==> src/hdl/hex_token_line_stats_macros.svh <==
// ----------------------------------------------------------------------------
// hex_token_line_stats_macros.svh
// Assertion macros shared by the hex token line statistics block.
// ----------------------------------------------------------------------------
`ifndef HEX_TOKEN_LINE_STATS_MACROS_SVH
`define HEX_TOKEN_LINE_STATS_MACROS_SVH

`ifndef NO_ASSERTIONS

// condition must never hold while out of reset
`define HTS_ASSERT_NEVER(lbl, cond, msg) \
  lbl: assert property (@(posedge clk) disable iff (rst) !(cond)) else $error(msg);

// antecedent implies consequent in the same cycle
`define HTS_ASSERT_IMPLY(lbl, ante, cons, msg) \
  lbl: assert property (@(posedge clk) disable iff (rst) (ante) |-> (cons)) else $error(msg);

`else

`define HTS_ASSERT_NEVER(lbl, cond, msg)
`define HTS_ASSERT_IMPLY(lbl, ante, cons, msg)

`endif

`endif

==> src/hdl/hts_pkg.sv <==
// ----------------------------------------------------------------------------
// hts_pkg
// Types, constants and helpers for the hex token line statistics block.
// ----------------------------------------------------------------------------
package hts_pkg;

  // default sizing
  localparam int VALUE_BITS_DEF  = 32;
  localparam int COUNT_BITS_DEF  = 16;
  localparam int QUEUE_DEPTH_DEF = 4;

  // fixed result field widths
  localparam int CNT_OUT_W = 16;
  localparam int MAX_OUT_W = 32;
  localparam int AVG_OUT_W = 39;

  // character codes
  localparam logic [7:0] CH_TAB   = 8'h09;
  localparam logic [7:0] CH_LF    = 8'h0A;
  localparam logic [7:0] CH_CR    = 8'h0D;
  localparam logic [7:0] CH_SPACE = 8'h20;
  localparam logic [7:0] CH_0     = 8'h30;
  localparam logic [7:0] CH_9     = 8'h39;
  localparam logic [7:0] CH_UA    = 8'h41;
  localparam logic [7:0] CH_UF    = 8'h46;
  localparam logic [7:0] CH_LA    = 8'h61;
  localparam logic [7:0] CH_LF_HEX = 8'h66;

  // input word: one text byte
  typedef struct packed {
    logic [7:0] char_code;
    logic       end_of_stream;
  } in_word_t;

  // output word: one finished line
  typedef struct packed {
    logic                 no_numbers;
    logic [CNT_OUT_W-1:0] number_count;
    logic [MAX_OUT_W-1:0] max_value;
    logic [AVG_OUT_W-1:0] average_x100;
  } out_word_t;

  // queue status
  typedef struct packed {
    logic full;
    logic empty;
  } fifo_stat_t;

  // back end sequencer
  typedef enum logic [1:0] {
    BK_IDLE,
    BK_DIV,
    BK_OUT
  } bk_state_t;

  // {is_hex, nibble}
  function automatic logic [4:0] hex_nibble(input logic [7:0] ch);
    logic [7:0] d;
    d = 8'd0;
    if (ch >= CH_0 && ch <= CH_9) begin
      d = ch - CH_0;
      return {1'b1, d[3:0]};
    end
    if (ch >= CH_LA && ch <= CH_LF_HEX) begin
      d = ch - CH_LA + 8'd10;
      return {1'b1, d[3:0]};
    end
    if (ch >= CH_UA && ch <= CH_UF) begin
      d = ch - CH_UA + 8'd10;
      return {1'b1, d[3:0]};
    end
    return 5'd0;
  endfunction

endpackage

==> src/hdl/hts_front.sv <==
// ----------------------------------------------------------------------------
// hts_front
// Tokeniser: takes one byte a cycle while the queue has room, builds words and
// line totals; a newline queues a line record, end of stream a non-empty one.
// ----------------------------------------------------------------------------
module hts_front #(
  parameter int VALUE_BITS = hts_pkg::VALUE_BITS_DEF,
  parameter int COUNT_BITS = hts_pkg::COUNT_BITS_DEF
) (
  input  logic                             clk,
  input  logic                             rst,
  input  logic                             char_valid,
  output logic                             char_stall,
  input  hts_pkg::in_word_t                char_word,
  input  logic                             q_full,
  output logic                             push,
  output logic [COUNT_BITS-1:0]            push_count,
  output logic [VALUE_BITS+COUNT_BITS-1:0] push_sum,
  output logic [VALUE_BITS-1:0]            push_max
);

  localparam int SUM_W = VALUE_BITS + COUNT_BITS;

  logic [VALUE_BITS-1:0] word_value;
  logic                  word_still_valid;
  logic                  word_has_digits;
  logic [COUNT_BITS-1:0] line_number_count;
  logic [SUM_W-1:0]      line_value_sum;
  logic [VALUE_BITS-1:0] line_max_value;

  logic                  accept;
  logic                  eos;
  logic [7:0]            ch;
  logic                  is_blank;
  logic                  is_lf;
  logic [4:0]            digit;
  logic                  word_ok;
  logic [COUNT_BITS-1:0] count_c;
  logic [SUM_W-1:0]      sum_c;
  logic [VALUE_BITS-1:0] max_c;

  assign char_stall = q_full;

  // classify the byte and work out the line totals once the word closes
  always_comb begin
    accept   = char_valid & ~char_stall;
    eos      = char_word.end_of_stream;
    ch       = char_word.char_code;
    is_blank = (ch == hts_pkg::CH_SPACE) || (ch >= hts_pkg::CH_TAB && ch <= hts_pkg::CH_CR);
    is_lf    = (ch == hts_pkg::CH_LF);
    digit    = hts_pkg::hex_nibble(ch);
    word_ok  = word_has_digits & word_still_valid;
    count_c  = line_number_count;
    sum_c    = line_value_sum;
    if (word_ok && !(&line_number_count)) begin
      count_c = line_number_count + COUNT_BITS'(1);
      sum_c   = line_value_sum + SUM_W'(word_value);
    end
    max_c = (word_ok && word_value > line_max_value) ? word_value : line_max_value;
    push  = accept & ((~eos & is_lf) | (eos & (count_c != '0)));
  end

  assign push_count = count_c;
  assign push_sum   = sum_c;
  assign push_max   = max_c;

  // word and line state
  always_ff @(posedge clk) begin
    if (rst) begin
      word_value        <= '0;
      word_still_valid  <= 1'b1;
      word_has_digits   <= 1'b0;
      line_number_count <= '0;
      line_value_sum    <= '0;
      line_max_value    <= '0;
    end else if (accept) begin
      if (eos || is_blank) begin
        word_value       <= '0;
        word_still_valid <= 1'b1;
        word_has_digits  <= 1'b0;
        if (eos || is_lf) begin
          line_number_count <= '0;
          line_value_sum    <= '0;
          line_max_value    <= '0;
        end else begin
          line_number_count <= count_c;
          line_value_sum    <= sum_c;
          line_max_value    <= max_c;
        end
      end else if (digit[4]) begin
        if (word_still_valid) begin
          word_value      <= {word_value[VALUE_BITS-5:0], digit[3:0]};
          word_has_digits <= 1'b1;
        end
      end else begin
        word_still_valid <= 1'b0;
      end
    end
  end

endmodule

==> src/hdl/hts_fifo.sv <==
// ----------------------------------------------------------------------------
// hts_fifo
// Small register queue carrying line records from front to back end.
// ----------------------------------------------------------------------------
module hts_fifo #(
  parameter int WIDTH = 8,
  parameter int DEPTH = hts_pkg::QUEUE_DEPTH_DEF
) (
  input  logic                clk,
  input  logic                rst,
  input  logic                push,
  input  logic [WIDTH-1:0]    push_data,
  input  logic                pop,
  output logic [WIDTH-1:0]    pop_data,
  output hts_pkg::fifo_stat_t stat
);

  localparam int PTR_W = (DEPTH > 1) ? $clog2(DEPTH) : 1;
  localparam int CNT_W = $clog2(DEPTH + 1);

  logic [WIDTH-1:0] mem [DEPTH];
  logic [PTR_W-1:0] wr_ptr;
  logic [PTR_W-1:0] rd_ptr;
  logic [CNT_W-1:0] fill;

  assign stat.full  = (fill == CNT_W'(DEPTH));
  assign stat.empty = (fill == '0);
  assign pop_data   = mem[rd_ptr];

  // storage
  always_ff @(posedge clk) begin
    if (push) begin
      mem[wr_ptr] <= push_data;
    end
  end

  // pointers and fill level
  always_ff @(posedge clk) begin
    if (rst) begin
      wr_ptr <= '0;
      rd_ptr <= '0;
      fill   <= '0;
    end else begin
      if (push) begin
        wr_ptr <= (wr_ptr == PTR_W'(DEPTH - 1)) ? '0 : wr_ptr + PTR_W'(1);
      end
      if (pop) begin
        rd_ptr <= (rd_ptr == PTR_W'(DEPTH - 1)) ? '0 : rd_ptr + PTR_W'(1);
      end
      if (push && !pop) begin
        fill <= fill + CNT_W'(1);
      end else if (pop && !push) begin
        fill <= fill - CNT_W'(1);
      end
    end
  end

endmodule

==> src/hdl/hts_back.sv <==
// ----------------------------------------------------------------------------
// hts_back
// Line result unit: takes a line record, works out the rounded average
// times 100 with a bit-per-cycle restoring divider, and holds the result.
// ----------------------------------------------------------------------------
module hts_back #(
  parameter int VALUE_BITS = hts_pkg::VALUE_BITS_DEF,
  parameter int COUNT_BITS = hts_pkg::COUNT_BITS_DEF
) (
  input  logic                             clk,
  input  logic                             rst,
  input  logic                             q_empty,
  output logic                             pop,
  input  logic [COUNT_BITS-1:0]            pop_count,
  input  logic [VALUE_BITS+COUNT_BITS-1:0] pop_sum,
  input  logic [VALUE_BITS-1:0]            pop_max,
  output logic                             line_valid,
  input  logic                             line_stall,
  output hts_pkg::out_word_t               line_word
);

  localparam int SUM_W     = VALUE_BITS + COUNT_BITS;
  localparam int NUM_W     = SUM_W + 9;
  localparam int DEN_W     = COUNT_BITS + 1;
  localparam int STEP_W    = $clog2(NUM_W + 1);
  localparam int CNT_OUT_W = hts_pkg::CNT_OUT_W;
  localparam int MAX_OUT_W = hts_pkg::MAX_OUT_W;
  localparam int AVG_OUT_W = hts_pkg::AVG_OUT_W;

  hts_pkg::bk_state_t state;
  hts_pkg::bk_state_t state_next;

  logic [NUM_W-1:0]      quo;
  logic [DEN_W-1:0]      rem;
  logic [DEN_W-1:0]      den;
  logic [STEP_W-1:0]     step;
  logic [COUNT_BITS-1:0] res_count;
  logic [VALUE_BITS-1:0] res_max;
  logic                  res_empty;

  logic [NUM_W-1:0]      sum_ext;
  logic [NUM_W-1:0]      num;
  logic [DEN_W:0]        trial;
  logic [DEN_W:0]        diff;
  logic                  ge;
  logic                  last_step;

  // numerator 200*sum + n, denominator 2*n
  always_comb begin
    sum_ext = NUM_W'(pop_sum);
    num     = (sum_ext << 7) + (sum_ext << 6) + (sum_ext << 3) + NUM_W'(pop_count);
  end

  // one restoring division step
  always_comb begin
    trial     = {rem, quo[NUM_W-1]};
    diff      = trial - {1'b0, den};
    ge        = (trial >= {1'b0, den});
    last_step = (step == STEP_W'(NUM_W - 1));
  end

  // next state
  always_comb begin
    state_next = state;
    case (state)
      hts_pkg::BK_IDLE: begin
        if (!q_empty) begin
          state_next = (pop_count == '0) ? hts_pkg::BK_OUT : hts_pkg::BK_DIV;
        end
      end
      hts_pkg::BK_DIV: begin
        if (last_step) begin
          state_next = hts_pkg::BK_OUT;
        end
      end
      hts_pkg::BK_OUT: begin
        if (!line_stall) begin
          state_next = hts_pkg::BK_IDLE;
        end
      end
      default: state_next = hts_pkg::BK_IDLE;
    endcase
  end

  // outputs
  always_comb begin
    pop                    = (state == hts_pkg::BK_IDLE) && !q_empty;
    line_valid             = (state == hts_pkg::BK_OUT);
    line_word.no_numbers   = res_empty;
    line_word.number_count = CNT_OUT_W'(res_count);
    line_word.max_value    = MAX_OUT_W'(res_max);
    line_word.average_x100 = AVG_OUT_W'(quo);
  end

  always_ff @(posedge clk) begin
    if (rst) begin
      state <= hts_pkg::BK_IDLE;
    end else begin
      state <= state_next;
    end
  end

  // divider datapath and result hold
  always_ff @(posedge clk) begin
    if (pop) begin
      quo       <= (pop_count == '0) ? '0 : num;
      rem       <= '0;
      den       <= {pop_count, 1'b0};
      step      <= '0;
      res_count <= pop_count;
      res_max   <= (pop_count == '0) ? '0 : pop_max;
      res_empty <= (pop_count == '0);
    end else if (state == hts_pkg::BK_DIV) begin
      quo  <= {quo[NUM_W-2:0], ge};
      rem  <= ge ? diff[DEN_W-1:0] : trial[DEN_W-1:0];
      step <= step + STEP_W'(1);
    end
  end

endmodule

==> src/hdl/hex_token_line_stats.sv <==
// ----------------------------------------------------------------------------
// hex_token_line_stats
// Hex word tokeniser with per-line count, maximum and rounded average.
// ----------------------------------------------------------------------------
// Usage:
//   char channel (char_valid / char_stall / char_word) carries one text byte
//   a word, or an end-of-stream mark. line channel (line_valid / line_stall /
//   line_word) carries one word per finished line.
//   A byte is taken every cycle while the line queue has room; the front end
//   has no other stall.
//   Each line record passes through the back end states idle, divide and
//   output, the divide state run by the one-bit-per-cycle restoring
//   divider; an empty line skips the divide state. The back end takes a
//   new record only once the last result has gone out, so a result comes
//   later if earlier lines are still queued. Bytes run at one a cycle as long
//   as the back end keeps up with the lines; runs of short lines fill the
//   QUEUE_DEPTH-entry queue and then char_stall rises.
//   When line_stall is high the result word is held and the back end waits;
//   the front end keeps taking bytes until the queue is full.
//   Synchronous reset clears word, line, queue and back end; no result is
//   pending after reset.
// ----------------------------------------------------------------------------
`include "hex_token_line_stats_macros.svh"

module hex_token_line_stats #(
  parameter int VALUE_BITS  = hts_pkg::VALUE_BITS_DEF,
  parameter int COUNT_BITS  = hts_pkg::COUNT_BITS_DEF,
  parameter int QUEUE_DEPTH = hts_pkg::QUEUE_DEPTH_DEF
) (
  input  logic               clk,
  input  logic               rst,
  input  logic               char_valid,
  output logic               char_stall,
  input  hts_pkg::in_word_t  char_word,
  output logic               line_valid,
  input  logic               line_stall,
  output hts_pkg::out_word_t line_word
);

  localparam int SUM_W = VALUE_BITS + COUNT_BITS;
  localparam int REC_W = COUNT_BITS + SUM_W + VALUE_BITS;

  hts_pkg::fifo_stat_t   q_stat;
  logic                  push;
  logic                  pop;
  logic [COUNT_BITS-1:0] push_count;
  logic [SUM_W-1:0]      push_sum;
  logic [VALUE_BITS-1:0] push_max;
  logic [REC_W-1:0]      push_rec;
  logic [REC_W-1:0]      pop_rec;
  logic [COUNT_BITS-1:0] pop_count;
  logic [SUM_W-1:0]      pop_sum;
  logic [VALUE_BITS-1:0] pop_max;

  // tokeniser
  hts_front #(
    .VALUE_BITS(VALUE_BITS),
    .COUNT_BITS(COUNT_BITS)
  ) u_front (
    .clk       (clk),
    .rst       (rst),
    .char_valid(char_valid),
    .char_stall(char_stall),
    .char_word (char_word),
    .q_full    (q_stat.full),
    .push      (push),
    .push_count(push_count),
    .push_sum  (push_sum),
    .push_max  (push_max)
  );

  // line record queue
  assign push_rec = {push_count, push_sum, push_max};
  assign {pop_count, pop_sum, pop_max} = pop_rec;

  hts_fifo #(
    .WIDTH(REC_W),
    .DEPTH(QUEUE_DEPTH)
  ) u_fifo (
    .clk      (clk),
    .rst      (rst),
    .push     (push),
    .push_data(push_rec),
    .pop      (pop),
    .pop_data (pop_rec),
    .stat     (q_stat)
  );

  // average and result
  hts_back #(
    .VALUE_BITS(VALUE_BITS),
    .COUNT_BITS(COUNT_BITS)
  ) u_back (
    .clk       (clk),
    .rst       (rst),
    .q_empty   (q_stat.empty),
    .pop       (pop),
    .pop_count (pop_count),
    .pop_sum   (pop_sum),
    .pop_max   (pop_max),
    .line_valid(line_valid),
    .line_stall(line_stall),
    .line_word (line_word)
  );

  // checks
  `HTS_ASSERT_NEVER(a_queue_overflow, push && q_stat.full, "line record pushed into full queue")
  `HTS_ASSERT_NEVER(a_queue_underflow, pop && q_stat.empty, "line record popped from empty queue")
  `HTS_ASSERT_IMPLY(a_empty_line_zero, line_valid && line_word.no_numbers, line_word.number_count == 16'd0 && line_word.max_value == 32'd0 && line_word.average_x100 == 39'd0, "empty line result has non-zero fields")

endmodule

==> config.mk <==
export PLATFORM = sky130hd
export DESIGN_NAME = hex_token_line_stats
export DESIGN_NICKNAME = d
export VERILOG_FILES = /design/src/hdl/hts_pkg.sv /design/src/hdl/hts_front.sv /design/src/hdl/hts_fifo.sv /design/src/hdl/hts_back.sv /design/src/hdl/hex_token_line_stats.sv
export VERILOG_INCLUDE_DIRS = /design/src /design/src/hdl
export SDC_FILE = /design/constraint.sdc
export NUM_CORES = 1
export LEC_CHECK = 0
export ABC_AREA = 1
export BUFFER_PORTS_ARGS = -buffer_cell sky130_fd_sc_hd__buf_2
export CAP_MARGIN = 20
export CORE_ASPECT_RATIO = 0.9
export CORE_MARGIN = 2
export CORE_UTILIZATION = 65
export CTS_CLUSTER_DIAMETER = 200
export CTS_CLUSTER_SIZE = 24
export DETAILED_ROUTE_END_ITERATION = 7
export GPL_TIMING_DRIVEN = 0
export PLACE_DENSITY = 0.88
export SLEW_MARGIN = 20
export SYNTH_ARGS = -nofsm -noshare
export SYNTH_HDL_FRONTEND = slang
export SYNTH_SLANG_ARGS = --single-unit
==> constraint.sdc <==
create_clock -name clk -period 12.67 [get_ports clk]
set_clock_uncertainty 0.2 [all_clocks]
set_input_delay 0.6335 -clock clk [delete_from_list [all_inputs] [get_ports clk]]
set_output_delay 0.6335 -clock clk [all_outputs]
set_load 0.01 [all_outputs]
==> impl_metrics.env <==
export IMPL_grt_pass1_wl_mm=158
export IMPL_grt_usage_pct=33.3
export IMPL_final_area_mm2=0.0404
export IMPL_tightest_slew_ns=1.14
export IMPL_final_cell_mix="nand2_1 (1052), inv_1 (496), edfxtp_1 (490)"
export IMPL_grtUsageMet3_pct=3.55
export IMPL_drt_wl_total_mm=102
export IMPL_die_w_um=258
export IMPL_diodes=0
export IMPL_worstHoldStart="line_stall"
export IMPL_routabilityCongestion=0.983
export IMPL_dominantRegCellSynth="edfxtp_1"
export IMPL_crit_path_end_kind="flop"
export IMPL_status="complete, no violations"
export IMPL_finalHoldViolCount=0
export IMPL_path_clk_slew_ns=0.13
export IMPL_required_ns=12.91
export IMPL_finalCriticalPeriod_ns=8.02
export IMPL_core_region_area_mm2=0.0571
export IMPL_tritoncts="done"
export IMPL_synth_cells=4501
export IMPL_hpwlAfterDp_mm=77.3
export IMPL_arrival_ns=8.27
export IMPL_cts_hold_buf=0
export IMPL_ys_seq_elements=654
export IMPL_yosysSeqAreaShare_pct=47.8
export IMPL_rsz0062_at_grt="false"
export IMPL_ctsResizeCount=0
export IMPL_regArea_mm2=0.0180
export IMPL_synth_area_leaders="edfxtp_1 (39%), nand2_1 (10%), dfxtp_1 (8.7%), ha_1 (7.6%), o21ai_0 (5.1%)"
export IMPL_worstSkewPairLatency_ns=0.68
export IMPL_grt_max_degree=60
export IMPL_row_count=83
export IMPL_slew_violations=0
export IMPL_max_freq_ghz=0.125
export IMPL_wire_per_inst_um=18.7
export IMPL_cts_path_max_buffers=3
export IMPL_grt_use_met1_pct=46.0
export IMPL_synthDominantCellAreaShare_pct=39.1
export IMPL_die_h_um=232
export IMPL_relSlewSlack_pct=23.7
export IMPL_overflow=0
export IMPL_syn_area_mm2=0.0376
export IMPL_finalSetupViolCount=0
export IMPL_nFillCells=4361
export IMPL_synth_area_leader_cell="edfxtp_1"
export IMPL_dieArea_mm2=0.0598
export IMPL_yosys_warnings=0
export IMPL_place_area_mm2=0.0395
export IMPL_drtIter0Drc=3660
export IMPL_rr_worst_depth=34
export IMPL_yosysUniqueCellTypes=55
export IMPL_vias=32400
export IMPL_drive_gt1_share_pct=5.73
export IMPL_cp_slowest_stage_delay_ns=0.65
export IMPL_crit_top_cell="nand2_1"
export IMPL_busiest_layer="met2"
export IMPL_initial_core_util_pct=65.9
export IMPL_areaGrowthSynthToFinish_pct=7.45
export IMPL_first_global_vias=29900
export IMPL_cts_root_buffer="clkbuf_16"
export IMPL_portBuffers=101
export IMPL_antenna_found_initial=0
export IMPL_min_period_over_period_pct=63.3
export IMPL_worstSetupStartpointType="flop"
export IMPL_multi_input_area_mm2=0.0169
export IMPL_pin_count=103
export IMPL_synth_edf_count=490
export IMPL_final_setup_tns_ns=0
export IMPL_hold_depth=3
export IMPL_holdPathEnd="u_back.state[1]$_SDFFE_PP0P_"
export IMPL_reg2reg_slack_ns=4.65
export IMPL_final_common_cell="nand2_1"
export IMPL_drtPass1Iterations=7
export IMPL_h_tree_depth=1
export IMPL_cap_violations=0
export IMPL_ant_nets=0
export IMPL_async_reset_ff_share_pct=0
export IMPL_nNetsFinal=4909
export IMPL_clock_sinks=654
export IMPL_cpMaxStageDelayCell="clkbuf_1"
export IMPL_vias_per_cell=5.95
export IMPL_r2r_end="u_back.quo[50]$_DFFE_PP_"
export IMPL_numCtsBuffers=31
export IMPL_postCtsSetupBuffers=0
export IMPL_synth_area_per_cell_um2=8.36
export IMPL_drcViolationCount=0
export IMPL_critical_path_class="reg -> reg"
export IMPL_syn_nets=4758
export IMPL_path_max_fanout=10
export IMPL_hp_class="in -> reg"
export IMPL_grtUsageMet2_pct=54.8
[synthesized netlist by cell type, types with 35 or more instances]
cell type  count
nand3_1      214
inv_1        497
buf_4         42
o22ai_1       43
xnor2_1       35
nand2_1     1052
dfxtp_1      164
xor2_1        57
nor2_1       493
ha_1         229
clkbuf_1      91
edfxtp_1     490
a21oi_1      317
and2_1        35
o21ai_0      381
[per-stage QoR]
| stage | hold WS (ns) | utilization [%] | instances | setup WS (ns) |
|---|---|---|---|---|
| 6_report | 0.0316 | 70.8 | 5441 | 4.65 |
| 5_1_grt | 0.0385 | 70.8 | 5441 | 4.08 |
| 4_1_cts | 0.0191 | 70.8 | 5441 | 4.77 |
| 3_5_place_dp | 0.254 | 69.2 | 5384 | 4.78 |
| 3_3_place_gp | 0.242 | 68.5 | 5367 | 2.51 |
| 2_1_floorplan | 0.230 | - | 4501 | 6.00 |
[registers in the layout, summed over array words and instances (netlist names), named ones only]
name,count
u_back.quo,57
u_back.rem,17
u_back.res_count,16
u_back.res_empty,1
u_back.res_max,32
u_back.state,2
u_back.step,6
u_fifo.fill,3
u_fifo.mem,384
u_fifo.rd_ptr,2
u_fifo.wr_ptr,2
u_front.line_max_value,32
u_front.line_number_count,16
u_front.line_value_sum,48
u_front.word_has_digits,1
u_front.word_still_valid,1
u_front.word_value,32
[worst max-delay path: cells and delay by family (launching register included)]
family / cells / cell delay (ns)
compound gates: 5 / 1.44
fa+ha+maj: 4 / 1.42
buf+inv: 6 / 2.05
flops: 1 / 0.32
simple gates: 19 / 2.38
[layout make-up]
cell class / instances / share of cell area, %
flip-flops and latches: 654 / 44.5
multi-input cells: 3171 / 41.8
inverters: 503 / 4.68
well taps: 765 / 2.37
repair buffers: 118 / 2.24
clock buffers: 55 / 2.14
plain buffers: 173 / 2.13
clock inverters: 2 / 0.0990
[worst max path at each step]
stage	to	depth (start not counted)	slack (ns)	from
floorplan	u_fifo.mem[0][0]$_DFFE_PP_	16	6.00	u_front.line_number_count[0]$_SDFFE_PP0P_
global placement	u_fifo.mem[0][20]$_DFFE_PP_	16	2.51	u_front.line_number_count[0]$_SDFFE_PP0P_
detailed placement	u_back.quo[50]$_DFFE_PP_	34	4.78	flop
CTS	u_back.quo[50]$_DFFE_PP_	34	4.77	flop
global route	u_back.quo[50]$_DFFE_PP_	34	4.08	flop
finish	u_back.quo[50]$_DFFE_PP_	34	4.65	flop
[cell families (layout without fill, tap and decap cells)]
kind of cell	count (synthesis)	count (layout)	share of synthesized area, %
adder cells (fa/ha/maj)	244	244	8.41
buffers and inverters	676	851	7.30
XOR/XNOR	92	92	2.14
flip-flops	654	654	47.8
AO/OA/AOI/OAI	913	913	13.3
AND/OR/NAND/NOR	1922	1922	21.0
[layer usage]
layer	vias up	share of wire (%)
met5	-	0
met1	15000	41
met3	254	9.3
met4	0	3.9
li1	15400	-
met2	1742	46
Power is not shown: default switching activity piles up to over one toggle a cycle in this logic, so the estimate is an artifact.
